`config.mk`:
```
export PLATFORM = sky130hd
export DESIGN_NAME = sawc_front
export DESIGN_NICKNAME = d
export VERILOG_FILES = /design/src/assert_macros.svh /design/src/sawc_pkg.sv /design/src/sawc_front.sv
export SDC_FILE = /design/constraint.sdc
export NUM_CORES = 1
export LEC_CHECK = 0
export ABC_AREA = 1
export BUFFER_PORTS_ARGS = -buffer_cell sky130_fd_sc_hd__buf_2
export CAP_MARGIN = 20
export CORE_UTILIZATION = 30
export DETAILED_ROUTE_END_ITERATION = 8
export GPL_TIMING_DRIVEN = 0
export HOLD_SLACK_MARGIN = 0.03
export PLACE_DENSITY_LB_ADDON = 0.25
export SLEW_MARGIN = 20
export SYNTH_ARGS = -nofsm -noshare
export SYNTH_HDL_FRONTEND = slang
export SYNTH_SLANG_ARGS = --single-unit
```
`constraint.sdc`:
```
create_clock -name clk -period 3.2 [get_ports clk]
set_clock_uncertainty 0.2 [all_clocks]
set_input_delay 0.32 -clock clk [delete_from_list [all_inputs] [get_ports clk]]
set_output_delay 0.32 -clock clk [all_outputs]
set_load 0.05 [all_outputs]
```
`src/assert_macros.svh`:
```
// Assertion macros shared by the cache RTL.
// Needs a clk and an active-low rst_n in the including module.
`ifndef ASSERT_MACROS_SVH
`define ASSERT_MACROS_SVH

// Clocked assertion, disabled while reset is asserted
`define SAWC_ASSERT(label, prop, msg) \
    label: assert property (@(posedge clk) disable iff (!rst_n) (prop)) else $error(msg);

// Implication form: antecedent holds, consequent must hold in the same cycle
`define SAWC_ASSERT_IMP(label, ante, cons, msg) \
    `SAWC_ASSERT(label, (ante) |-> (cons), msg)

`endif

```
`src/sawc_pkg.sv`:
```
// Package for the set-associative write-back cache: sizes, codes, types.
// No dependencies.
`default_nettype none
package sawc_pkg;
    localparam int SETS           = 128;
    localparam int WAYS           = 4;
    localparam int WORDS_PER_LINE = 8;
    localparam int MEM_WORDS      = 65536;
    localparam int AGE_BITS       = 16;

    localparam int ADDR_W   = 16;
    localparam int DATA_W   = 32;
    localparam int CMD_W    = 2;
    localparam int OFF_W    = (WORDS_PER_LINE > 1) ? $clog2(WORDS_PER_LINE) : 1;
    localparam int SET_W    = (SETS > 1) ? $clog2(SETS) : 1;
    localparam int WAY_W    = (WAYS > 1) ? $clog2(WAYS) : 1;
    localparam int TAG_W    = ADDR_W - OFF_W - SET_W;
    localparam int MEM_W    = $clog2(MEM_WORDS);
    localparam int LW_IDX_W = SET_W + WAY_W + OFF_W;

    localparam logic [AGE_BITS-1:0] AGE_MAX = {AGE_BITS{1'b1}};

    localparam logic [CMD_W-1:0] CMD_READ    = 2'd0;
    localparam logic [CMD_W-1:0] CMD_WRITE   = 2'd1;
    localparam logic [CMD_W-1:0] CMD_PRELOAD = 2'd2;

    localparam logic [1:0] ST_INVALID  = 2'd0;
    localparam logic [1:0] ST_VALID    = 2'd1;
    localparam logic [1:0] ST_MODIFIED = 2'd2;

    typedef struct packed {
        logic [CMD_W-1:0]  cmd;
        logic [ADDR_W-1:0] address;
        logic [DATA_W-1:0] write_data;
    } item_t;

    // Queue head as seen by the back end
    typedef struct packed {
        logic  valid;
        item_t item;
    } head_t;

    // Back end requests to the front end
    typedef struct packed {
        logic pop;
        logic clearing;
    } back_ctl_t;

    typedef struct packed {
        logic [WAYS-1:0][TAG_W-1:0]    tag;
        logic [WAYS-1:0][1:0]          st;
        logic [WAYS-1:0][AGE_BITS-1:0] age;
    } meta_row_t;
endpackage
`default_nettype wire

```
`src/sawc_front.sv`:
```
// Front end: accepts input beats into a two-entry queue.
// Depends on sawc_pkg.
`default_nettype none
module sawc_front
    import sawc_pkg::*;
(
    input  wire logic              clk,
    input  wire logic              rst_n,
    input  wire logic              in_valid,
    output logic                   in_ready,
    input  wire logic [CMD_W-1:0]  cmd,
    input  wire logic [ADDR_W-1:0] address,
    input  wire logic [DATA_W-1:0] write_data,
    input  wire back_ctl_t         ctl,
    output head_t                  head
);
    item_t      q_reg [2];
    logic       wptr_reg, rptr_reg;
    logic [1:0] cnt_reg;
    logic       push;

    // Hold off beats while full or while memory is being cleared
    assign in_ready = (cnt_reg != 2'd2) && !ctl.clearing;
    assign push     = in_valid && in_ready;

    assign head.valid = (cnt_reg != 2'd0);
    assign head.item  = q_reg[rptr_reg];

    // Store payload
    always_ff @(posedge clk)
    begin
        if (push)
        begin
            q_reg[wptr_reg] <= '{cmd: cmd, address: address, write_data: write_data};
        end
    end

    // Advance pointers and count
    always_ff @(posedge clk or negedge rst_n)
    begin
        if (!rst_n)
        begin
            wptr_reg <= 1'b0;
            rptr_reg <= 1'b0;
            cnt_reg  <= 2'd0;
        end
        else
        begin
            if (push)
            begin
                wptr_reg <= ~wptr_reg;
            end
            if (ctl.pop)
            begin
                rptr_reg <= ~rptr_reg;
            end
            cnt_reg <= cnt_reg + {1'b0, push} - {1'b0, ctl.pop};
        end
    end
endmodule
`default_nettype wire

```
==> reports/metrics.cfg, run 1 <==
[status]
status=finished clean

[place]
dp.cells=574
portBuffers=106
gp_congestion=0.6666
dp_hpwl_um=5136

[sta]
slew-limit-headroom_pct=53.61
min_period_ns=2.025
finalMaxSlewViolations=0
hold_viol=0
fin_crit_sh_pct=63.27
setup_viol=0
fmax_ghz=0.4939
rsz0062_at_grt=no
tightest_slew_ns=0.6958

[grt]
antenna_found_initial=0
track_usage_pct=11.99
globalRouteOverflowTotal=0
grt_pass1_wl_um=12790
first_global_vias=2667
grt_max_degree=51

[critical_path]
arrival_ns=1.50
cpPeakStageDelay_ns=0.38
worst-setup-path-type=reg2out
r2r_slack_ns=1.23
path_max_fanout=10
start_kind=flop
cpMaxStageDelayCell=dfrtp_1
crit_path_end_kind=output pin
cp-endpoint=head[49]
crit_required_ns=2.68
r2r-start=cnt_reg[1]
critical_path.startpoint=rptr_reg
crit_chain=clkbuf_1 > o21ai_0 > buf_2
r2r-end=q_reg[1][28]
reg2reg_depth=4

[clocking]
cts_max_level=3
root_buffer=clkbuf_16
cts_tree=built
clk_pin_slew_ns=0.06
cts.sinks=104
cts_setup_buffers=0
clk_path_buf_depth=2
cts_resized=0
cts_buffers=9
clk_latency_ns=0.34

[layout]
final_common_cell=buf_2
nNetsFinal=518
layout_common_cells=106 x buf_2, 100 x edfxtp_1, 59 x nand2_1, 57 x inv_1, 52 x dlygate4sd3_1
fillers=1256
drive_gt1_share_pct=37.12
antenna_cells=0
synthToLayoutAreaGrowth_pct=39.29
final_cells=642
largest_reg_flops=100

[floorplan]
initial_core_util_pct=30.97
die_x_um=119.2
dieArea_mm2=0.01420
num_rows=42
ios=107
die_h_um=119.2
core_mm2=0.01330

[worst_hold_path]
hp-class=in2async

[job]
max_cap_viol_count=0

[detailed_routing]
totalWireLength_um=7906
first_pass_iters=4
ant_nets=0
post_drt_wl_per_cell_um=12.31
drc=0
vias_per_cell=4.095
vias=2629
drtIter0Drc=66

[synth]
synth_cell_types=14
synth_top_family_by_area=compound AO/OA/AOI/OAI gates
ys_seq_area_share_pct=75.36
synth-compound-area-share_pct=9.845
synth_seq_cells=104
synthSimpleGateAreaFrac_pct=5.864
synthMuxAreaShare_pct=0
syn_inst=290
synth_xor_xnor_area_share_pct=0.2127
syn_avg_cell_area_um2=14.20
syn_area_mm2=0.004118
synthesis.nets=347
yosysWarnings=0
synthAdderAreaFrac_pct=0.6077

[power]
cellPowerDensity_mw_per_mm2=914.1
power_w=0.005243
ir_drop_uv=435.4
p_leak_nw=2.423

[layout make-up]
type,count,area [um2],share of cell area [%]
clock inverter,4,45.04,0.7853
multi-input combinational,117,688.2,12.00
tap,176,220.2,3.839
sequential,104,3103,54.10
timing repair buffer,160,1106,19.28
buffer,11,116.4,2.029
clock buffer,12,236.5,4.123
inverter,58,220.2,3.839
[per-layer routing]
layer,up-vias,global-route usage [%],share of wire [%]
met2,62,19.73,50
li1,1323,-,-
met5,-,0,0
met1,1238,14.64,44
met3,6,3.831,4.8
met4,0,4.509,1.2
[worst min-delay path by stage]
stage	startpoint	end	slack, ns	depth (start not counted)
global route	rst_n	cnt_reg[1]	0.12	2
finish	rst_n	wptr_reg	0.12	2
detailed placement	rst_n	wptr_reg	-0.06	1
CTS	rst_n	wptr_reg	0.09	2
global placement	rst_n	wptr_reg	-0.07	1
floorplan	rst_n	cnt_reg[0]	-0.18	0
[report_power, final]
part | total, W | switching, W | internal, W
clock network | 0.00106 | 0.000454 | 0.000603
registers | 0.00174 | 0.0000471 | 0.00170
logic | 0.00244 | 0.00182 | 0.000624
[Yosys cell counts (all sizes together)]
cell type,instances,area [um2]
edfxtp,100,3003
nand2,59,221.5
inv,58,217.7
o21ai,50,400.4
buf,10,112.6
dfrtp,4,100.1
ha,2,25.02
nand3,2,10.01
a21oi,1,5.000
clkbuf,1,3.750
nand4,1,6.260
nor2,1,3.750
xor2,1,8.760
[per-stage QoR]
step | TNS (ns) | hold slack [ns] | utilization (%) | instance area, um2 | setup slack [ns]
floorplan | 0 | -0.1756 | - | 4120 | 0.6850
global placement | -15.33 | -0.06914 | 36.64 | 4871 | -0.3097
detailed placement | 0 | -0.06456 | 37.11 | 4933 | 1.191
CTS | 0 | 0.09281 | 43.14 | 5736 | 1.080
global route | 0 | 0.1156 | 43.14 | 5736 | 1.032
finish | 0 | 0.1208 | 43.14 | 5736 | 1.175
[critical path: cells and delay by family (launching register included)]
kind | cells | cell delay [ns]
DFF | 1 | 0.38
AOI/OAI and AO/OA | 1 | 0.24
buffers and inverters | 2 | 0.53
[logic make-up (layout without fill, tap and decap cells)]
logic type               Yosys count  in the layout
flip-flops                       104            104
adder cells (fa/ha/maj)            2              2
AND/OR/NAND/NOR                   63             63
XOR/XNOR                           1              1
buffers and inverters             69            245
AO/OA/AOI/OAI                     51             51
[timing repair]
action,CTS,global route
setup endpoints to repair,0,0
hold endpoints to repair,105,0
hold buffers,52,0
(Power assumes the default switching activity.)
==> run 2: changes to the inputs <==
==> constraint.sdc (replaced) <==
create_clock -name clk -period 1.81 [get_ports clk]
set_clock_uncertainty 0.2 [all_clocks]
set_input_delay 0.181 -clock clk [delete_from_list [all_inputs] [get_ports clk]]
set_output_delay 0.181 -clock clk [all_outputs]
set_load 0.05 [all_outputs]
==> reports/metrics.cfg, run 2 (same netlist as run 1, synthesis figures left out) <==
[worst_hold_path]
holdPathStages=5
hp-class=in2reg  ; was in2async
min-delay-start=ctl[0]
min_to=wptr_reg

[layout]
final_common_cell=edfxtp_1  ; was buf_2
antenna_cells=0  ; unchanged
layout_common_cells=100 x edfxtp_1, 58 x nand2_1, 57 x buf_2, 56 x inv_1, 54 x dlygate4sd3_1  ; was 106 x buf_2, 100 x edfxtp_1, 59 x nand2_1, 57 x inv_1, 52 x dlygate4sd3_1
largest_reg_flops=100  ; unchanged
nNetsFinal=527  ; was 518
synthToLayoutAreaGrowth_pct=53.75  ; was 39.29%
drive_gt1_share_pct=40.08  ; was 37.12%
final_cells=650  ; was 642

[critical_path]
start_kind=flop  ; unchanged
reg2reg_depth=5  ; was 4
cpPeakStageDelay_ns=0.44  ; was 0.38 ns
r2r_slack_ns=0.15  ; was 1.23 ns
crit_required_ns=1.43  ; was 2.68 ns
path_max_fanout=10  ; unchanged
worst-setup-path-type=reg2out  ; unchanged
r2r-end=q_reg[0][27]  ; was q_reg[1][28]
r2r-start=cnt_reg[1]  ; unchanged
cpMaxStageDelayCell=dfrtp_2  ; was dfrtp_1
crit_chain=clkbuf_16 > buf_12 > o21ai_4 > buf_6  ; was clkbuf_1 > o21ai_0 > buf_2
arrival_ns=1.46  ; was 1.50 ns
crit_path_end_kind=output pin  ; unchanged

[power]
power_w=0.01046  ; was 0.005243 W
cellPowerDensity_mw_per_mm2=1652  ; was 914.1 mW/mm2
ir_drop_uv=805.8  ; was 435.4 uV
p_leak_nw=2.581  ; was 2.423 nW

[clocking]
cts_buffers=9  ; unchanged
cts.sinks=104  ; unchanged
cts_max_level=3  ; unchanged
clk_latency_ns=0.34  ; about the same
clk_path_buf_depth=2  ; unchanged
cts_tree=built  ; unchanged
clk_pin_slew_ns=0.07  ; was 0.06 ns
root_buffer=clkbuf_16  ; unchanged

[grt]
grt_max_degree=26  ; was 51
first_global_vias=2678  ; was 2667
globalRouteOverflowTotal=0  ; unchanged
antenna_found_initial=0  ; unchanged
track_usage_pct=12.63  ; was 11.99%
grt_pass1_wl_um=13380  ; was 12790 um

[detailed_routing]
drtIter0Drc=88  ; was 66
drc=0  ; unchanged
totalWireLength_um=8626  ; was 7906 um
post_drt_wl_per_cell_um=13.27  ; was 12.31 um
vias_per_cell=4.142  ; was 4.095
ant_nets=0  ; unchanged
first_pass_iters=4  ; unchanged
vias=2692  ; was 2629

[floorplan]
num_rows=42  ; unchanged
die_h_um=119.2  ; unchanged
core_mm2=0.01330  ; unchanged
die_x_um=119.2  ; unchanged
initial_core_util_pct=30.97  ; unchanged
dieArea_mm2=0.01420  ; unchanged
ios=107  ; unchanged

[sta]
min_period_ns=1.844
rsz0062_at_grt=yes  ; was no
finalMaxSlewViolations=0  ; unchanged
slew-limit-headroom_pct=79.00  ; was 53.61%
fin_crit_sh_pct=101.9
hold_viol=0  ; unchanged
setup_slack_ns=-0.03423  ; was 1.175 ns
fmax_ghz=0.5422
setup_viol=36  ; was 0
tightest_slew_ns=0.3143  ; was 0.6958 ns

[place]
dp.cells=575  ; was 574
portBuffers=106  ; unchanged
dp_hpwl_um=5132  ; was 5136 um
gp_congestion=0.6323  ; was 0.6666

[status]
violations=negative setup slack
status=finished, violations left  ; was finished clean

[job]
max_cap_viol_count=0  ; unchanged

-- run 2: cell types whose count changed in the layout (fill, tap and decap cells not counted), moves of 3 or more --
| cell | before | now |
|---|---|---|
| o21ai_2 | 40 | 24 |
| buf_2 | 106 | 57 |
| buf_4 | 0 | 9 |
| o21ai_0 | 10 | 5 |
| clkinvlp_4 | 0 | 4 |
| buf_12 | 0 | 7 |
| buf_8 | 0 | 3 |
| clkbuf_1 | 4 | 0 |
| buf_6 | 10 | 48 |
| o21ai_4 | 0 | 21 |
-- run 2: power breakdown --
part	switching, W	internal (W)
Combinational	0.00358	0.00204
Clock	0.000824	0.000917
Sequential	0.000104	0.00300
-- run 2: repair_timing --
action                                 4_1_cts  5_1_grt
gates resized for setup                     84       57
endpoints found under the hold margin      106        0
pin swaps                                    1        3
setup buffers                                3        1
hold buffers                                54        0
gates cloned                                 1        1
setup endpoints to repair                  100       50
-- run 2: worst max-delay path, delay by kind of cell, from the launching register on --
kind	cells	cell delay, ns
AOI/OAI and AO/OA	1	0.16
buffers and inverters	3	0.51
DFF	1	0.44
-- run 2: worst max path at each step --
stage                          start      endpoint  slack [ns]  cells past startpoint
after floorplan             rptr_reg       head[0]       -0.22                      2
after global placement    cnt_reg[0]  q_reg[0][35]       -0.71                      4
after detailed placement  cnt_reg[0]  q_reg[0][35]       -0.36                      5
after CTS                   rptr_reg       head[2]       -0.02                      5
after global routing        rptr_reg      head[15]       -0.09                      4
final                       rptr_reg      head[15]       -0.03                      4
-- run 2: layer usage --
layer	up-vias	global-route usage (%)	part of all wire (%)	wire length, um
met3	13	2.874	3.8	324
met4	0	6.171	1.9	163
met5	-	0	0	0
met1	1272	14.90	42	3665
met2	68	21.58	52	4473
li1	1339	-	-	-
-- run 2: area by class of cell --
type                            instances  area (um2)
Fill cell                            1168        6964
Sequential cell                       104        3104
Timing Repair Buffer                  168        1484
Multi-Input combinational cell        117       872.1
Clock buffer                            9       225.2
Inverter                               58       221.5
Tap cell                              176       220.2
Buffer                                 11       160.2
Clock inverter                          6       36.28
Timing Repair inverter                  1       7.507
-- run 2: metrics by stage --
step	cell area (um2)	utilization, %	TNS (ns)	worst slack [ns]	hold WS, ns
2_1_floorplan	4136	-	-16.92	-0.2201	-0.3146
4_1_cts	6033	45.38	-0.1227	-0.02440	0.04160
3_5_place_dp	4947	37.21	-12.41	-0.3554	-0.2052
6_report	6331	47.62	-0.4127	-0.03423	0.06730
3_3_place_gp	4887	36.76	-69.25	-0.7122	-0.2088
5_1_grt	6331	47.62	-3.101	-0.08612	0.08812
==> run 3: changes to the inputs <==
--- a/config.mk
+++ b/config.mk
@@ -13,6 +13,7 @@
 export GPL_TIMING_DRIVEN = 0
 export HOLD_SLACK_MARGIN = 0.03
 export PLACE_DENSITY_LB_ADDON = 0.25
+export RECOVER_POWER = 100
 export SLEW_MARGIN = 20
 export SYNTH_ARGS = -nofsm -noshare
 export SYNTH_HDL_FRONTEND = slang
==> constraint.sdc (replaced) <==
create_clock -name clk -period 2.1 [get_ports clk]
set_clock_uncertainty 0.2 [all_clocks]
set_input_delay 0.21 -clock clk [delete_from_list [all_inputs] [get_ports clk]]
set_output_delay 0.21 -clock clk [all_outputs]
set_load 0.05 [all_outputs]
==> reports/metrics.cfg, run 3 (same netlist as run 1, synthesis figures left out) <==
[status]
status=finished clean  ; was finished, violations left

[clocking]
cts_buffers=9  ; unchanged
root_buffer=clkbuf_16  ; unchanged
clk_pin_slew_ns=0.07  ; about the same
clk_latency_ns=0.34  ; about the same
cts_max_level=3  ; unchanged
cts.sinks=104  ; unchanged
clk_path_buf_depth=2  ; unchanged
cts_tree=built  ; unchanged

[power]
p_seq_share_pct=33.1  ; was 29.6%
p_leak_nw=2.362  ; was 2.581 nW
p_clk_share_pct=20.0  ; was 16.6%
ir_drop_uv=511.5  ; was 805.8 uV
p_int_w=0.004455  ; was 0.005951 W
switching_power_w=0.003556  ; was 0.004511 W
power_frac_comb_pct=46.9  ; was 53.7%
cellPowerDensity_mw_per_mm2=1387  ; was 1652 mW/mm2
sw_frac_of_total_pct=44.39  ; was 43.12%

[detailed_routing]
totalWireLength_um=8054  ; was 8626 um
vias_per_cell=4.124  ; was 4.142
vias=2689  ; was 2692
drc=0  ; unchanged
first_pass_iters=4  ; unchanged
post_drt_wl_per_cell_um=12.35  ; was 13.27 um
ant_nets=0  ; unchanged
drtIter0Drc=77  ; was 88

[critical_path]
crit_chain=clkbuf_1 > o21ai_0 > clkbuf_2  ; was clkbuf_16 > buf_12 > o21ai_4 > buf_6
cpMaxStageDelayCell=dfrtp_1  ; was dfrtp_2
crit_required_ns=1.69  ; was 1.43 ns
cp_num_buf_inv=2  ; was 3
cp_top_family=buffers and inverters  ; unchanged
r2r-end=q_reg[0][34]  ; was q_reg[0][27]
reg2reg_depth=5  ; unchanged
arrival_ns=1.54  ; was 1.46 ns
path_max_fanout=10  ; unchanged
start_kind=flop  ; unchanged
r2r_slack_ns=0.17  ; was 0.15 ns
worst-setup-path-type=reg2out  ; unchanged
cpPeakStageDelay_ns=0.38  ; was 0.44 ns
r2r-start=wptr_reg  ; was cnt_reg[1]
crit_path_end_kind=output pin  ; unchanged

[sta]
hold_ws_ns=0.04629  ; was 0.06730 ns
fin_setup_tns_ns=0  ; was -0.4127 ns
tightest_slew_ns=0.5986  ; was 0.3143 ns
fin_crit_sh_pct=92.68
rsz0062_at_grt=no  ; was yes
finalMaxSlewViolations=0  ; unchanged
min_period_ns=1.946
setup_viol=0  ; was 36
hold_viol=0  ; unchanged
slew-limit-headroom_pct=60.26  ; was 79.00%
fmax_ghz=0.5138

[floorplan]
num_rows=42  ; unchanged
core_mm2=0.01330  ; unchanged
dieArea_mm2=0.01420  ; unchanged
initial_core_util_pct=30.97  ; unchanged
ios=107  ; unchanged
die_x_um=119.2  ; unchanged
die_h_um=119.2  ; unchanged

[place]
dp_hpwl_um=5410  ; was 5132 um
portBuffers=106  ; unchanged
place_area_mm2=0.004990  ; was 0.004947 mm2
gp_congestion=0.6520  ; was 0.6323

[worst_hold_path]
min_to=wptr_reg  ; unchanged
holdPathStages=4  ; was 5
hp-class=in2reg  ; unchanged
min-delay-start=ctl[0]  ; unchanged

[layout]
drive_gt1_share_pct=29.83  ; was 40.08%
layout_common_cells=100 x edfxtp_1, 59 x nand2_1, 57 x inv_1, 54 x dlygate4sd3_1, 51 x clkbuf_2  ; was 100 x edfxtp_1, 58 x nand2_1, 57 x buf_2, 56 x inv_1, 54 x dlygate4sd3_1
synthToLayoutAreaGrowth_pct=40.26  ; was 53.75%
final_common_cell=edfxtp_1  ; unchanged
antenna_cells=0  ; unchanged
nNetsFinal=528  ; was 527
design_area_mm2=0.005776  ; was 0.006331 mm2
largest_reg_flops=100  ; unchanged

[grt]
grt_pass1_wl_um=13230  ; was 13380 um
first_global_vias=2719  ; was 2678
antenna_found_initial=0  ; unchanged
grt_max_degree=21  ; was 26
globalRouteOverflowTotal=0  ; unchanged
track_usage_pct=12.38  ; was 12.63%

[job]
max_cap_viol_count=0  ; unchanged

-- run 3: repair_timing --
item                       CTS  global route
hold endpoints to repair   106             0
buffers inserted             0             6
hold buffers                54             0
resized for setup            0             0
setup endpoints to repair    0            53
-- run 3: worst max-delay path by stage --
stage | from | endpoint | slack, ns | cells past startpoint
2_1_floorplan | rptr_reg | head[0] | 0.04 | 2
3_3_place_gp | cnt_reg[0] | q_reg[0][36] | -0.48 | 4
3_5_place_dp | cnt_reg[1] | q_reg[1][34] | 0.04 | 4
4_1_cts | cnt_reg[1] | q_reg[1][26] | 0.02 | 4
5_1_grt | cnt_reg[1] | q_reg[0][34] | 0.03 | 5
6_report | rptr_reg | head[2] | 0.15 | 3
-- run 3: power by group through the flow --
stage	logic (W)	clock network [W]	registers [W]
floorplan	0.00286	0	0.00269
global placement	0.00367	0	0.00270
detailed placement	0.00378	0	0.00270
CTS	0.00386	0.00167	0.00265
global route	0.00401	0.00175	0.00268
finish	0.00376	0.00160	0.00265
-- run 3: through the flow --
stage	setup WS, ns	utilization [%]	instances	power (W)
floorplan	0.04091	-	290	0.005542
global placement	-0.4789	36.70	572	0.006369
detailed placement	0.03520	37.53	576	0.006477
CTS	0.02225	43.76	646	0.008183
global route	0.03061	43.44	652	0.008441
finish	0.1537	43.44	652	0.008011
-- run 3: final cells by class --
class	count	area, um2
Inverter	58	219.0
Timing Repair Buffer	170	1141
Clock buffer	10	229.0
Fill cell	1281	7520
Multi-Input combinational cell	117	688.2
Buffer	11	116.4
Clock inverter	6	58.81
Sequential cell	104	3103
Tap cell	176	220.2
-- run 3: tightest hold or removal path: stages --
cell     delay [ns]
buf_2          0.09
inv_1          0.04
nand4_1        0.13
nand2_1        0.07
-- run 3: per-layer routing --
metal	global-route usage, %	part of all wire (%)
met1	14.71	44
met2	20.57	49
met3	4.358	5.1
met4	4.589	1.3
met5	0	0
